[src/design/wtst_pkg.sv]
`default_nettype none

package wtst_pkg;

  // Fixed field widths of one slot boundary
  localparam int HOUR_W = 5;
  localparam int MIN_W  = 6;
  localparam int MOD_W  = 11;   // minute-of-day, up to 31*60+63

  // Time constants
  localparam logic [HOUR_W-1:0] LAST_HOUR   = 5'd23;
  localparam logic [MIN_W-1:0]  LAST_MINUTE = 6'd59;
  localparam logic [MIN_W-1:0]  HALF_PAST   = 6'd30;
  localparam logic [MIN_W-1:0]  BEFORE_HALF = 6'd29;
  localparam logic [MOD_W-1:0]  MIN_PER_HOUR = 11'd60;

  // Operation codes
  typedef enum logic [1:0] {
    OP_ADD    = 2'd0,
    OP_REMOVE = 2'd1,
    OP_LOOKUP = 2'd2
  } op_t;

  // Status codes
  typedef enum logic [1:0] {
    STAT_OK   = 2'd0,
    STAT_FULL = 2'd1,
    STAT_BAD  = 2'd2
  } status_t;

  // One time slot
  typedef struct packed {
    logic [HOUR_W-1:0] sh;
    logic [MIN_W-1:0]  sm;
    logic [HOUR_W-1:0] eh;
    logic [MIN_W-1:0]  em;
  } slot_t;

  // Control group broadcast from the sequencer to every cell
  typedef struct packed {
    logic              load;     // capture the selected day's slot
    logic              add_go;   // commit a split
    logic              rem_go;   // commit a merge
    logic [HOUR_W-1:0] new_sh;   // start of the new slot
    logic [MIN_W-1:0]  new_sm;
    logic [HOUR_W-1:0] cut_eh;   // new end of the split slot
    logic [MIN_W-1:0]  cut_em;
  } cell_ctrl_t;

  // Minute of day: h*60 + m
  function automatic logic [MOD_W-1:0] day_minute(input logic [HOUR_W-1:0] h,
                                                   input logic [MIN_W-1:0] m);
    day_minute = MOD_W'(h) * MIN_PER_HOUR + MOD_W'(m);
  endfunction

endpackage

`default_nettype wire

[src/design/wtst_cell.sv]
`default_nettype none

// One slot position for all days. Shifts take the neighbor's captured entry.
module wtst_cell #(
  parameter int DAYS  = 7,
  parameter int IDX   = 0,
  parameter int DAY_W = 3,
  parameter int SLOT_W = 2
) (
  input  wire                            clk,
  input  wire                            rst_n,
  input  wire wtst_pkg::cell_ctrl_t      ctrl,
  input  wire [DAY_W-1:0]                day,
  input  wire [SLOT_W-1:0]               slot,
  input  wire [wtst_pkg::MOD_W-1:0]      tmod,
  input  wire wtst_pkg::slot_t           left_i,
  input  wire wtst_pkg::slot_t           right_i,
  output wtst_pkg::slot_t                rd_o,
  output logic                           hit_o
);

  localparam logic [SLOT_W:0] K = (SLOT_W + 1)'(IDX);

  wtst_pkg::slot_t mem_r [DAYS];
  wtst_pkg::slot_t rd_r;
  wtst_pkg::slot_t slot_nxt;
  logic [SLOT_W:0] s_ext;
  logic [wtst_pkg::MOD_W-1:0] a_mod, b_mod;

  assign s_ext = {1'b0, slot};
  assign rd_o  = rd_r;

  // Range test on the captured entry
  assign a_mod = wtst_pkg::day_minute(rd_r.sh, rd_r.sm);
  assign b_mod = wtst_pkg::day_minute(rd_r.eh, rd_r.em);
  assign hit_o = (tmod >= a_mod) && (tmod <= b_mod);

  // New value of this position after a split or a merge
  always_comb begin
    slot_nxt = rd_r;
    if (ctrl.add_go) begin
      if (K == s_ext) begin
        slot_nxt.eh = ctrl.cut_eh;
        slot_nxt.em = ctrl.cut_em;
      end else if (K == s_ext + 1'b1) begin
        slot_nxt.sh = ctrl.new_sh;
        slot_nxt.sm = ctrl.new_sm;
        slot_nxt.eh = left_i.eh;
        slot_nxt.em = left_i.em;
      end else if (K > s_ext + 1'b1) begin
        slot_nxt = left_i;
      end
    end else if (ctrl.rem_go) begin
      if (K + 1'b1 == s_ext) begin
        slot_nxt.eh = right_i.eh;
        slot_nxt.em = right_i.em;
      end else if (K >= s_ext) begin
        slot_nxt = right_i;
      end
    end
  end

  // Per-day storage and read capture
  always_ff @(posedge clk) begin
    if (!rst_n) begin
      for (int d = 0; d < DAYS; d++) begin
        mem_r[d].sh <= '0;
        mem_r[d].sm <= '0;
        mem_r[d].eh <= (IDX == 0) ? wtst_pkg::LAST_HOUR : '0;
        mem_r[d].em <= (IDX == 0) ? wtst_pkg::LAST_MINUTE : '0;
      end
    end else if (ctrl.add_go || ctrl.rem_go) begin
      mem_r[day] <= slot_nxt;
    end
  end

  always_ff @(posedge clk) begin
    if (ctrl.load) begin
      rd_r <= mem_r[day];
    end
  end

endmodule

`default_nettype wire

[src/design/weekly_time_slot_table_top.sv]
// Sequence: an accepted transaction passes through S_LOAD, which captures the
// day's slots, and S_EXEC, which updates the cell row and registers the result;
// S_DONE then holds out_valid until out_ready. No new transaction is accepted
// until the result has been taken.
// Reset (synchronous, rst_n low): every day holds one slot 00:00-23:59,
// no result is pending and the block is ready for input.
`default_nettype none

module weekly_time_slot_table_top #(
  parameter int DAYS          = 7,
  parameter int SLOTS_PER_DAY = 4
) (
  input  wire                                     clk,
  input  wire                                     rst_n,
  input  wire                                     in_valid,
  output logic                                    in_ready,
  input  wire  [1:0]                              in_operation,
  input  wire  [2:0]                              in_weekday,
  input  wire  [$clog2(SLOTS_PER_DAY)-1:0]        in_slot,
  input  wire  [4:0]                              in_hour,
  input  wire  [5:0]                              in_minute,
  output logic                                    out_valid,
  input  wire                                     out_ready,
  output logic [1:0]                              out_status,
  output logic [$clog2(SLOTS_PER_DAY + 1)-1:0]    out_slot_index,
  output logic [$clog2(SLOTS_PER_DAY + 1)-1:0]    out_slot_count
);

  localparam int SLOT_W = $clog2(SLOTS_PER_DAY);
  localparam int CNT_W  = $clog2(SLOTS_PER_DAY + 1);
  localparam int DAY_W = (DAYS > 1) ? $clog2(DAYS) : 1;
  localparam logic [CNT_W-1:0] FULL_CNT = CNT_W'(SLOTS_PER_DAY);

  typedef enum logic [3:0] {
    S_IDLE = 4'b0001,
    S_LOAD = 4'b0010,
    S_EXEC = 4'b0100,
    S_DONE = 4'b1000
  } state_t;

  state_t state_r, state_nxt;

  // Captured transaction
  logic [1:0]        op_r;
  logic [2:0]        day_r;
  logic [SLOT_W-1:0] slot_r;
  logic [4:0]        hour_r;
  logic [5:0]        min_r;
  logic [wtst_pkg::MOD_W-1:0] tmod_r;

  logic [CNT_W-1:0]  cnt_r [DAYS];
  logic [1:0]        status_r, status_nxt;
  logic [CNT_W-1:0]  idx_r, idx_nxt;
  logic [CNT_W-1:0]  ocnt_r, ocnt_nxt;

  wtst_pkg::cell_ctrl_t ctrl;
  wtst_pkg::slot_t      rd   [SLOTS_PER_DAY];
  wtst_pkg::slot_t      lnb  [SLOTS_PER_DAY];
  wtst_pkg::slot_t      rnb  [SLOTS_PER_DAY];
  logic [SLOTS_PER_DAY-1:0] hit;

  wtst_pkg::slot_t  cur;
  logic             day_ok;
  logic [DAY_W-1:0] day_idx;
  logic [CNT_W-1:0] n;
  logic [CNT_W:0]   s_cnt;
  logic             same;
  logic [5:0]       hsum;
  logic [4:0]       mid;
  logic             add_ok, rem_ok;

  assign in_ready       = (state_r == S_IDLE);
  assign out_valid      = (state_r == S_DONE);
  assign out_status     = status_r;
  assign out_slot_index = idx_r;
  assign out_slot_count = ocnt_r;

  assign day_ok  = (day_r < 3'(DAYS));
  assign day_idx = day_r[DAY_W-1:0];
  assign n       = cnt_r[day_idx];
  assign s_cnt   = (CNT_W + 1)'(slot_r);

  // Row of cells, each handing its captured slot to each of its neighbors
  for (genvar k = 0; k < SLOTS_PER_DAY; k++) begin : g_cell
    if (k == 0) begin : g_first
      assign lnb[k] = '0;
    end else begin : g_left
      assign lnb[k] = rd[k-1];
    end
    if (k == SLOTS_PER_DAY - 1) begin : g_last
      assign rnb[k] = '0;
    end else begin : g_right
      assign rnb[k] = rd[k+1];
    end

    wtst_cell #(
      .DAYS   (DAYS),
      .IDX    (k),
      .DAY_W  (DAY_W),
      .SLOT_W (SLOT_W)
    ) u_cell (
      .clk     (clk),
      .rst_n   (rst_n),
      .ctrl    (ctrl),
      .day     (day_idx),
      .slot    (slot_r),
      .tmod    (tmod_r),
      .left_i  (lnb[k]),
      .right_i (rnb[k]),
      .rd_o    (rd[k]),
      .hit_o   (hit[k])
    );
  end

  // Slot addressed by the transaction
  always_comb begin
    cur = '0;
    for (int k = 0; k < SLOTS_PER_DAY; k++) begin
      if (slot_r == SLOT_W'(k)) cur = rd[k];
    end
  end

  // Split point
  assign same = (cur.sh == cur.eh);
  assign hsum = {1'b0, cur.sh} + {1'b0, cur.eh};
  assign mid  = hsum[5:1];

  // Decide status, result and cell commands
  always_comb begin
    status_nxt   = wtst_pkg::STAT_OK;
    idx_nxt      = '0;
    ocnt_nxt     = '0;
    add_ok       = 1'b0;
    rem_ok       = 1'b0;
    ctrl         = '0;
    ctrl.load    = (state_r == S_LOAD);
    ctrl.new_sh  = same ? cur.sh : mid;
    ctrl.new_sm  = same ? wtst_pkg::HALF_PAST : '0;
    ctrl.cut_eh  = same ? cur.sh : mid - 5'd1;
    ctrl.cut_em  = same ? wtst_pkg::BEFORE_HALF : wtst_pkg::LAST_MINUTE;

    if (!day_ok) begin
      status_nxt = wtst_pkg::STAT_BAD;
    end else begin
      ocnt_nxt = n;
      case (op_r)
        wtst_pkg::OP_ADD: begin
          if (s_cnt >= {1'b0, n}) begin
            status_nxt = wtst_pkg::STAT_BAD;
          end else if (n >= FULL_CNT) begin
            status_nxt = wtst_pkg::STAT_FULL;
          end else if (same) begin
            if (cur.sm > wtst_pkg::BEFORE_HALF || cur.em < wtst_pkg::HALF_PAST) begin
              status_nxt = wtst_pkg::STAT_BAD;
            end else begin
              add_ok = 1'b1;
            end
          end else if ({1'b0, cur.eh} < {1'b0, cur.sh} + 6'd2) begin
            status_nxt = wtst_pkg::STAT_BAD;
          end else begin
            add_ok = 1'b1;
          end
          if (add_ok) ocnt_nxt = n + 1'b1;
        end
        wtst_pkg::OP_REMOVE: begin
          if (slot_r == '0 || s_cnt >= {1'b0, n}) begin
            status_nxt = wtst_pkg::STAT_BAD;
          end else begin
            rem_ok   = 1'b1;
            ocnt_nxt = n - 1'b1;
          end
        end
        wtst_pkg::OP_LOOKUP: begin
          idx_nxt = n;
          for (int k = SLOTS_PER_DAY - 1; k >= 0; k--) begin
            if (hit[k] && CNT_W'(k) < n) idx_nxt = CNT_W'(k);
          end
        end
        default: begin
          status_nxt = wtst_pkg::STAT_BAD;
        end
      endcase
    end

    ctrl.add_go = add_ok && (state_r == S_EXEC);
    ctrl.rem_go = rem_ok && (state_r == S_EXEC);
  end

  // Sequencer
  always_comb begin
    state_nxt = state_r;
    unique case (state_r)
      S_IDLE: if (in_valid) state_nxt = S_LOAD;
      S_LOAD: state_nxt = S_EXEC;
      S_EXEC: state_nxt = S_DONE;
      S_DONE: if (out_ready) state_nxt = S_IDLE;
      default: state_nxt = S_IDLE;
    endcase
  end

  always_ff @(posedge clk) begin
    if (!rst_n) begin
      state_r <= S_IDLE;
    end else begin
      state_r <= state_nxt;
    end
  end

  // Slot counts per day
  always_ff @(posedge clk) begin
    if (!rst_n) begin
      for (int d = 0; d < DAYS; d++) cnt_r[d] <= CNT_W'(1);
    end else if (ctrl.add_go || ctrl.rem_go) begin
      cnt_r[day_idx] <= ocnt_nxt;
    end
  end

  // Transaction capture, minute of day, result register
  always_ff @(posedge clk) begin
    if (in_valid && in_ready) begin
      op_r   <= in_operation;
      day_r  <= in_weekday;
      slot_r <= in_slot;
      hour_r <= in_hour;
      min_r  <= in_minute;
    end
    if (state_r == S_LOAD) begin
      tmod_r <= wtst_pkg::day_minute(hour_r, min_r);
    end
    if (state_r == S_EXEC) begin
      status_r <= status_nxt;
      idx_r    <= idx_nxt;
      ocnt_r   <= ocnt_nxt;
    end
  end

endmodule

`default_nettype wire
[config.mk]
export PLATFORM = sky130hd
export DESIGN_NAME = weekly_time_slot_table_top
export DESIGN_NICKNAME = d
export VERILOG_FILES = /design/src/design/wtst_pkg.sv /design/src/design/wtst_cell.sv /design/src/design/weekly_time_slot_table_top.sv
export SDC_FILE = /design/constraint.sdc
export NUM_CORES = 2
export LEC_CHECK = 0
export ABC_AREA = 1
export BUFFER_PORTS_ARGS = -buffer_cell sky130_fd_sc_hd__buf_2
export CAP_MARGIN = 0
export CORE_UTILIZATION = 58
export DETAILED_ROUTE_END_ITERATION = 10
export PLACE_DENSITY = 0.77
export SYNTH_ARGS = -nofsm -noshare
export SYNTH_HDL_FRONTEND = slang
export SYNTH_HIERARCHICAL = 1
export SYNTH_SLANG_ARGS = --single-unit
[constraint.sdc]
create_clock -name clk -period 8.4 [get_ports clk]
set_input_delay 1.68 -clock clk [delete_from_list [all_inputs] [get_ports clk]]
set_output_delay 1.68 -clock clk [all_outputs]
set_load 0.03 [all_outputs]
==> impl_summary.txt <==
----------------------------------------------------
[Outcome]
  Outcome ... finished clean

[Floorplan]
  Row Count ... 105
  Die Span Y ... 291 um
  I/O pins ... 32
  Starting utilization of the core area ... 58.8%
  Chip Width ... 291 um
  Floorplan die area ... 0.0845 sq mm
  Core footprint ... 0.0822 sq mm

[Cells and area]
  Fraction of layout cells with a size suffix above 1 ... 8.34%
  P&R area growth vs syn ... 8.85%
  Total of fill cells in the finished design ... 6471
  Number of diodes added for antenna fixing ... 0
  Number of nets in the finished design ... 5550

[Route]
  Initial detailed-routing violation count ... 4313
  DRC violations left ... 0
  Residual antenna-violating net count after detailed routing ... 0
  Vias per cell ... 5.91
  Avg WL per Cell ... 22.0 um
  Sum of routed wire length over all layers ... 139000 um
  Number of vias after detailed routing ... 37500
  Detailed-router iteration count before antenna repair ... 7

[Hold path]
  Type of the tightest min-delay check ... reg -> reg
  Depth of the worst hold-timing path ... 0
  Min-Delay Endpoint ... tmod_r[1]
  Launch instance of the worst min-delay path ... min_r[1]

[Synthesis]
  Synthesized area per cell ... 9.43 sq um
  Register area share after synthesis ... 53.2%
  Mux contribution to synthesized area ... 0%
  Leading register cell type out of synthesis ... sky130_fd_sc_hd__edfxtp_1
  Cell count after synthesis ... 5126
  Post-Synthesis Cell Area ... 0.0483 sq mm
  Number of distinct library cell variants in the gate-level netlist after synthesis ... 66
  Compound-Gate Fraction of Synth Area ... 6.87%
  Cell type with the largest total area after synthesis ... sky130_fd_sc_hd__edfxtp_1
  Largest family of logic cells by synthesized area ... simple AND/OR/NAND/NOR gates
  Register bit total from synthesis ... 860
  XOR/XNOR share of the synthesized area ... 1.23%
  Async set-reset flop share out of synthesis ... 0%
  Simple-gate share of the synthesized area ... 22.3%
  Synth Area in Adders ... 9.42%
  Post-synth EDFFs ... 850
  Ranking of synthesized cells by area ... sky130_fd_sc_hd__edfxtp_1 (53%), sky130_fd_sc_hd__nand2_1 (10%), sky130_fd_sc_hd__ha_1 (6.4%)
  Yosys warning total ... 6
  Fraction of synthesized cell area taken by the top area cell type ... 52.8%

[Setup path]
  Critical R2R Launch ... slot_r[0]
  Worst setup path startpoint ... slot_r[0]
  Start-to-end type of the worst setup path ... reg -> reg
  Req. time, crit path ... 8.67 ns
  Element type at the critical path end ... flop
  Number of cell instances on the worst register-to-register path ... 23
  Internal reg-to-reg setup slack ... 1.68 ns
  Critical register-to-register path endpoint ... g_cell[3].u_cell/mem_r[1][3]
  Maximum fanout count along the critical path ... 48
  Critical Path Source Type ... flop
  Arrival @ worst endpoint ... 7.00 ns

[Placed design]
  Worst slack at placement ... 1.85 ns
  Last weighted congestion value of the routability-driven placer ... 1.06
  Number of port buffers ... 31
  Detailed-placement wirelength estimate ... 93700 um

[Global routing]
  Combined global-route utilization of all metal layers ... 32.9%
  Number of antenna violations at the first check in global routing ... 1
  Largest net degree at the start of global routing ... 56
  Global-route wire length before repair ... 210000 um
  Leftover overflow at the end of global routing ... 0
  Via count of the first global-routing pass ... 35800

[CTS]
  Clock tree from TritonCTS ... done
  Sink count of the clock tree ... 860
  Number of resized instances in the post-cts repair step ... 0
  Root Driver ... sky130_fd_sc_hd__clkbuf_16
  Buffers from clock root to sink, at most ... 3
  Clock latency at the later pin of the worst-skew pair ... 0.67 ns
  Num CTS Buffers ... 90
  # Post-CTS Setup Buffers ... 0
  Hold-fix buffers, CTS ... 0
  Clock transition time at the flip-flop clock pins of the worst setup and hold paths ... 0.07 ns
  Number of levels in the clock H-tree ... 3

[Pwr]
  Maximum VDD drop ... 0.172 mV
  Cell Pwr Density ... 200 mW/mm^2
  Leak Pwr ... 22.3 nW

[STA]
  Shortest period the worst path allows ... 6.72 ns
  Worst-margin pin slew ... 1.31 ns
  Hold violation total from the final report ... 0
  Worst slew slack as a fraction of its limit ... 12.7%
  Maximum achievable frequency ... 0.149 GHz
  Share of the clock period used by the worst path ... 80.1%
  Setup violation total in the final timing report ... 0
  Fin Setup TNS ... 0 ns
  Setup slack of the critical path after layout ... 1.68 ns
  Pins Over Slew Limit ... 0
  RSZ-0062 raised after global routing ... no
  Clock tree skew after final layout ... 0.0297 ns

[Job]
  Number of max-cap violations ... 0

----------------------------------------------------
-- cell usage after synthesis, types with 20 or more instances --
master                      number
sky130_fd_sc_hd__nor2_1        751
sky130_fd_sc_hd__o211ai_1       43
sky130_fd_sc_hd__inv_1         570
sky130_fd_sc_hd__nand3_1       203
sky130_fd_sc_hd__or2_1          23
sky130_fd_sc_hd__nand2_1      1324
sky130_fd_sc_hd__xnor2_1        42
sky130_fd_sc_hd__xor2_1         26
sky130_fd_sc_hd__nand3b_1       20
sky130_fd_sc_hd__buf_2         102
sky130_fd_sc_hd__o2111ai_1      21
sky130_fd_sc_hd__inv_2          73
sky130_fd_sc_hd__nand2_2        21
sky130_fd_sc_hd__a21oi_1       193
sky130_fd_sc_hd__clkbuf_1       33
sky130_fd_sc_hd__nand4_1       117
sky130_fd_sc_hd__a22oi_1        61
sky130_fd_sc_hd__fa_1           73
sky130_fd_sc_hd__edfxtp_1      850
sky130_fd_sc_hd__o21ai_0        81
sky130_fd_sc_hd__ha_1          247
-- report_power, final --
group	internal, W	switching [W]	total, W
sequential	0.00485	0.0000830	0.00493
combinational	0.000536	0.00112	0.00166
clock	0.00227	0.00166	0.00393
-- flip-flops by register name, summed over array words and instances (netlist names), 4 cells and up, named ones only --
register and flops:
g_cell.u_cell/rd_o 88, state_r 4, cnt_r 24, min_r 6, hour_r 5, g_cell.u_cell/mem_r 704
tmod_r 11
-- routing by layer --
metal | global-route usage, % | wire, um
met2 | 52.9 | 64100
met3 | 6.22 | 14500
met1 | 44.0 | 54800
met5 | 0 | 0
met4 | 13.4 | 6030
-- critical path, cell delays in order (launching register included) --
cell and delay, ns:
sky130_fd_sc_hd__edfxtp_1 0.36, sky130_fd_sc_hd__buf_4 0.24, sky130_fd_sc_hd__nor2_2 0.42, sky130_fd_sc_hd__inv_2 0.23
sky130_fd_sc_hd__o22ai_1 0.21, sky130_fd_sc_hd__nor2_1 0.08, sky130_fd_sc_hd__a21oi_1 0.19, sky130_fd_sc_hd__inv_1 0.07
sky130_fd_sc_hd__ha_1 0.30, sky130_fd_sc_hd__or2_1 0.25, sky130_fd_sc_hd__nor4_4 0.15, sky130_fd_sc_hd__buf_4 0.39
sky130_fd_sc_hd__nand2_1 0.13, sky130_fd_sc_hd__nor2_1 0.13, sky130_fd_sc_hd__nand2_1 0.11, sky130_fd_sc_hd__nand2_4 0.11
sky130_fd_sc_hd__nand3_4 0.10, sky130_fd_sc_hd__nor3_2 0.12, sky130_fd_sc_hd__buf_4 0.24, sky130_fd_sc_hd__buf_4 0.47
sky130_fd_sc_hd__o21ai_0 0.24, sky130_fd_sc_hd__inv_2 0.20, sky130_fd_sc_hd__nand2_1 0.53, sky130_fd_sc_hd__nand2_1 1.01
-- metrics by stage --
stage | util, % | instance area [sq um] | instances | hold slack [ns] | power, W
after floorplan | - | 48500 | 5167 | 0.400 | 0.00615
after global placement | 60.5 | 49700 | 6186 | 0.421 | 0.00659
after detailed placement | 60.5 | 49700 | 6186 | 0.408 | 0.00663
after CTS | 64.0 | 52600 | 6345 | 0.435 | 0.0105
after global routing | 64.0 | 52600 | 6345 | 0.437 | 0.0109
final | 64.0 | 52600 | 6345 | 0.428 | 0.0105
-- cells by family after synthesis --
logic type               count (synthesis)
AND/OR/NAND/NOR                       2547
flip-flops                             860
buffers and inverters                  812
AO/OA/AOI/OAI                          517
adder cells (fa/ha/maj)                320
XOR/XNOR                                68
other                                    2
-- layout make-up --
type,instances,area (sq um),area share (%)
inverter,646,2450,4.65
tap,1070,1340,2.54
multi-input combinational,3495,19400,37.0
timing repair buffer,115,786,1.49
sequential,860,25700,48.9
clock buffer,108,2350,4.47
clock inverter,51,518,0.985
-- layout by cell type, fill, tap and decap left out, types with 16 or more instances in the layout --
master                      instances
sky130_fd_sc_hd__clkbuf_16         91
sky130_fd_sc_hd__buf_2             31
sky130_fd_sc_hd__clkbuf_1          16
sky130_fd_sc_hd__edfxtp_1         850
sky130_fd_sc_hd__inv_1            570
sky130_fd_sc_hd__buf_4             84
sky130_fd_sc_hd__ha_1             247
sky130_fd_sc_hd__o211ai_1          43
sky130_fd_sc_hd__inv_2             73
sky130_fd_sc_hd__nor2_1           745
sky130_fd_sc_hd__clkinv_1          20
sky130_fd_sc_hd__nand3_1          203
sky130_fd_sc_hd__o2111ai_1         21
sky130_fd_sc_hd__fa_1              73
sky130_fd_sc_hd__nand3b_1          20
sky130_fd_sc_hd__o21ai_0           81
sky130_fd_sc_hd__or2_1             23
sky130_fd_sc_hd__nand2_2           21
sky130_fd_sc_hd__a21oi_1          193
sky130_fd_sc_hd__a22oi_1           61
sky130_fd_sc_hd__xnor2_1           42
sky130_fd_sc_hd__nand2_1         1324
sky130_fd_sc_hd__o21ai_1           16
sky130_fd_sc_hd__nand4_1          117
sky130_fd_sc_hd__xor2_1            26
sky130_fd_sc_hd__conb_1            43
-- worst max path at each step --
stage | endpoint | slack [ns]
final | g_cell[3].u_cell/mem_r[1][3] | 1.68
after global routing | g_cell[3].u_cell/mem_r[1][11] | 1.25
after CTS | g_cell[3].u_cell/mem_r[1][11] | 1.79
after detailed placement | g_cell[3].u_cell/mem_r[1][15] | 1.85
after global placement | g_cell[3].u_cell/mem_r[1][13] | 2.00
after floorplan | g_cell[0].u_cell/rd_o[0] | 0.51
(Power assumes the default switching activity.)
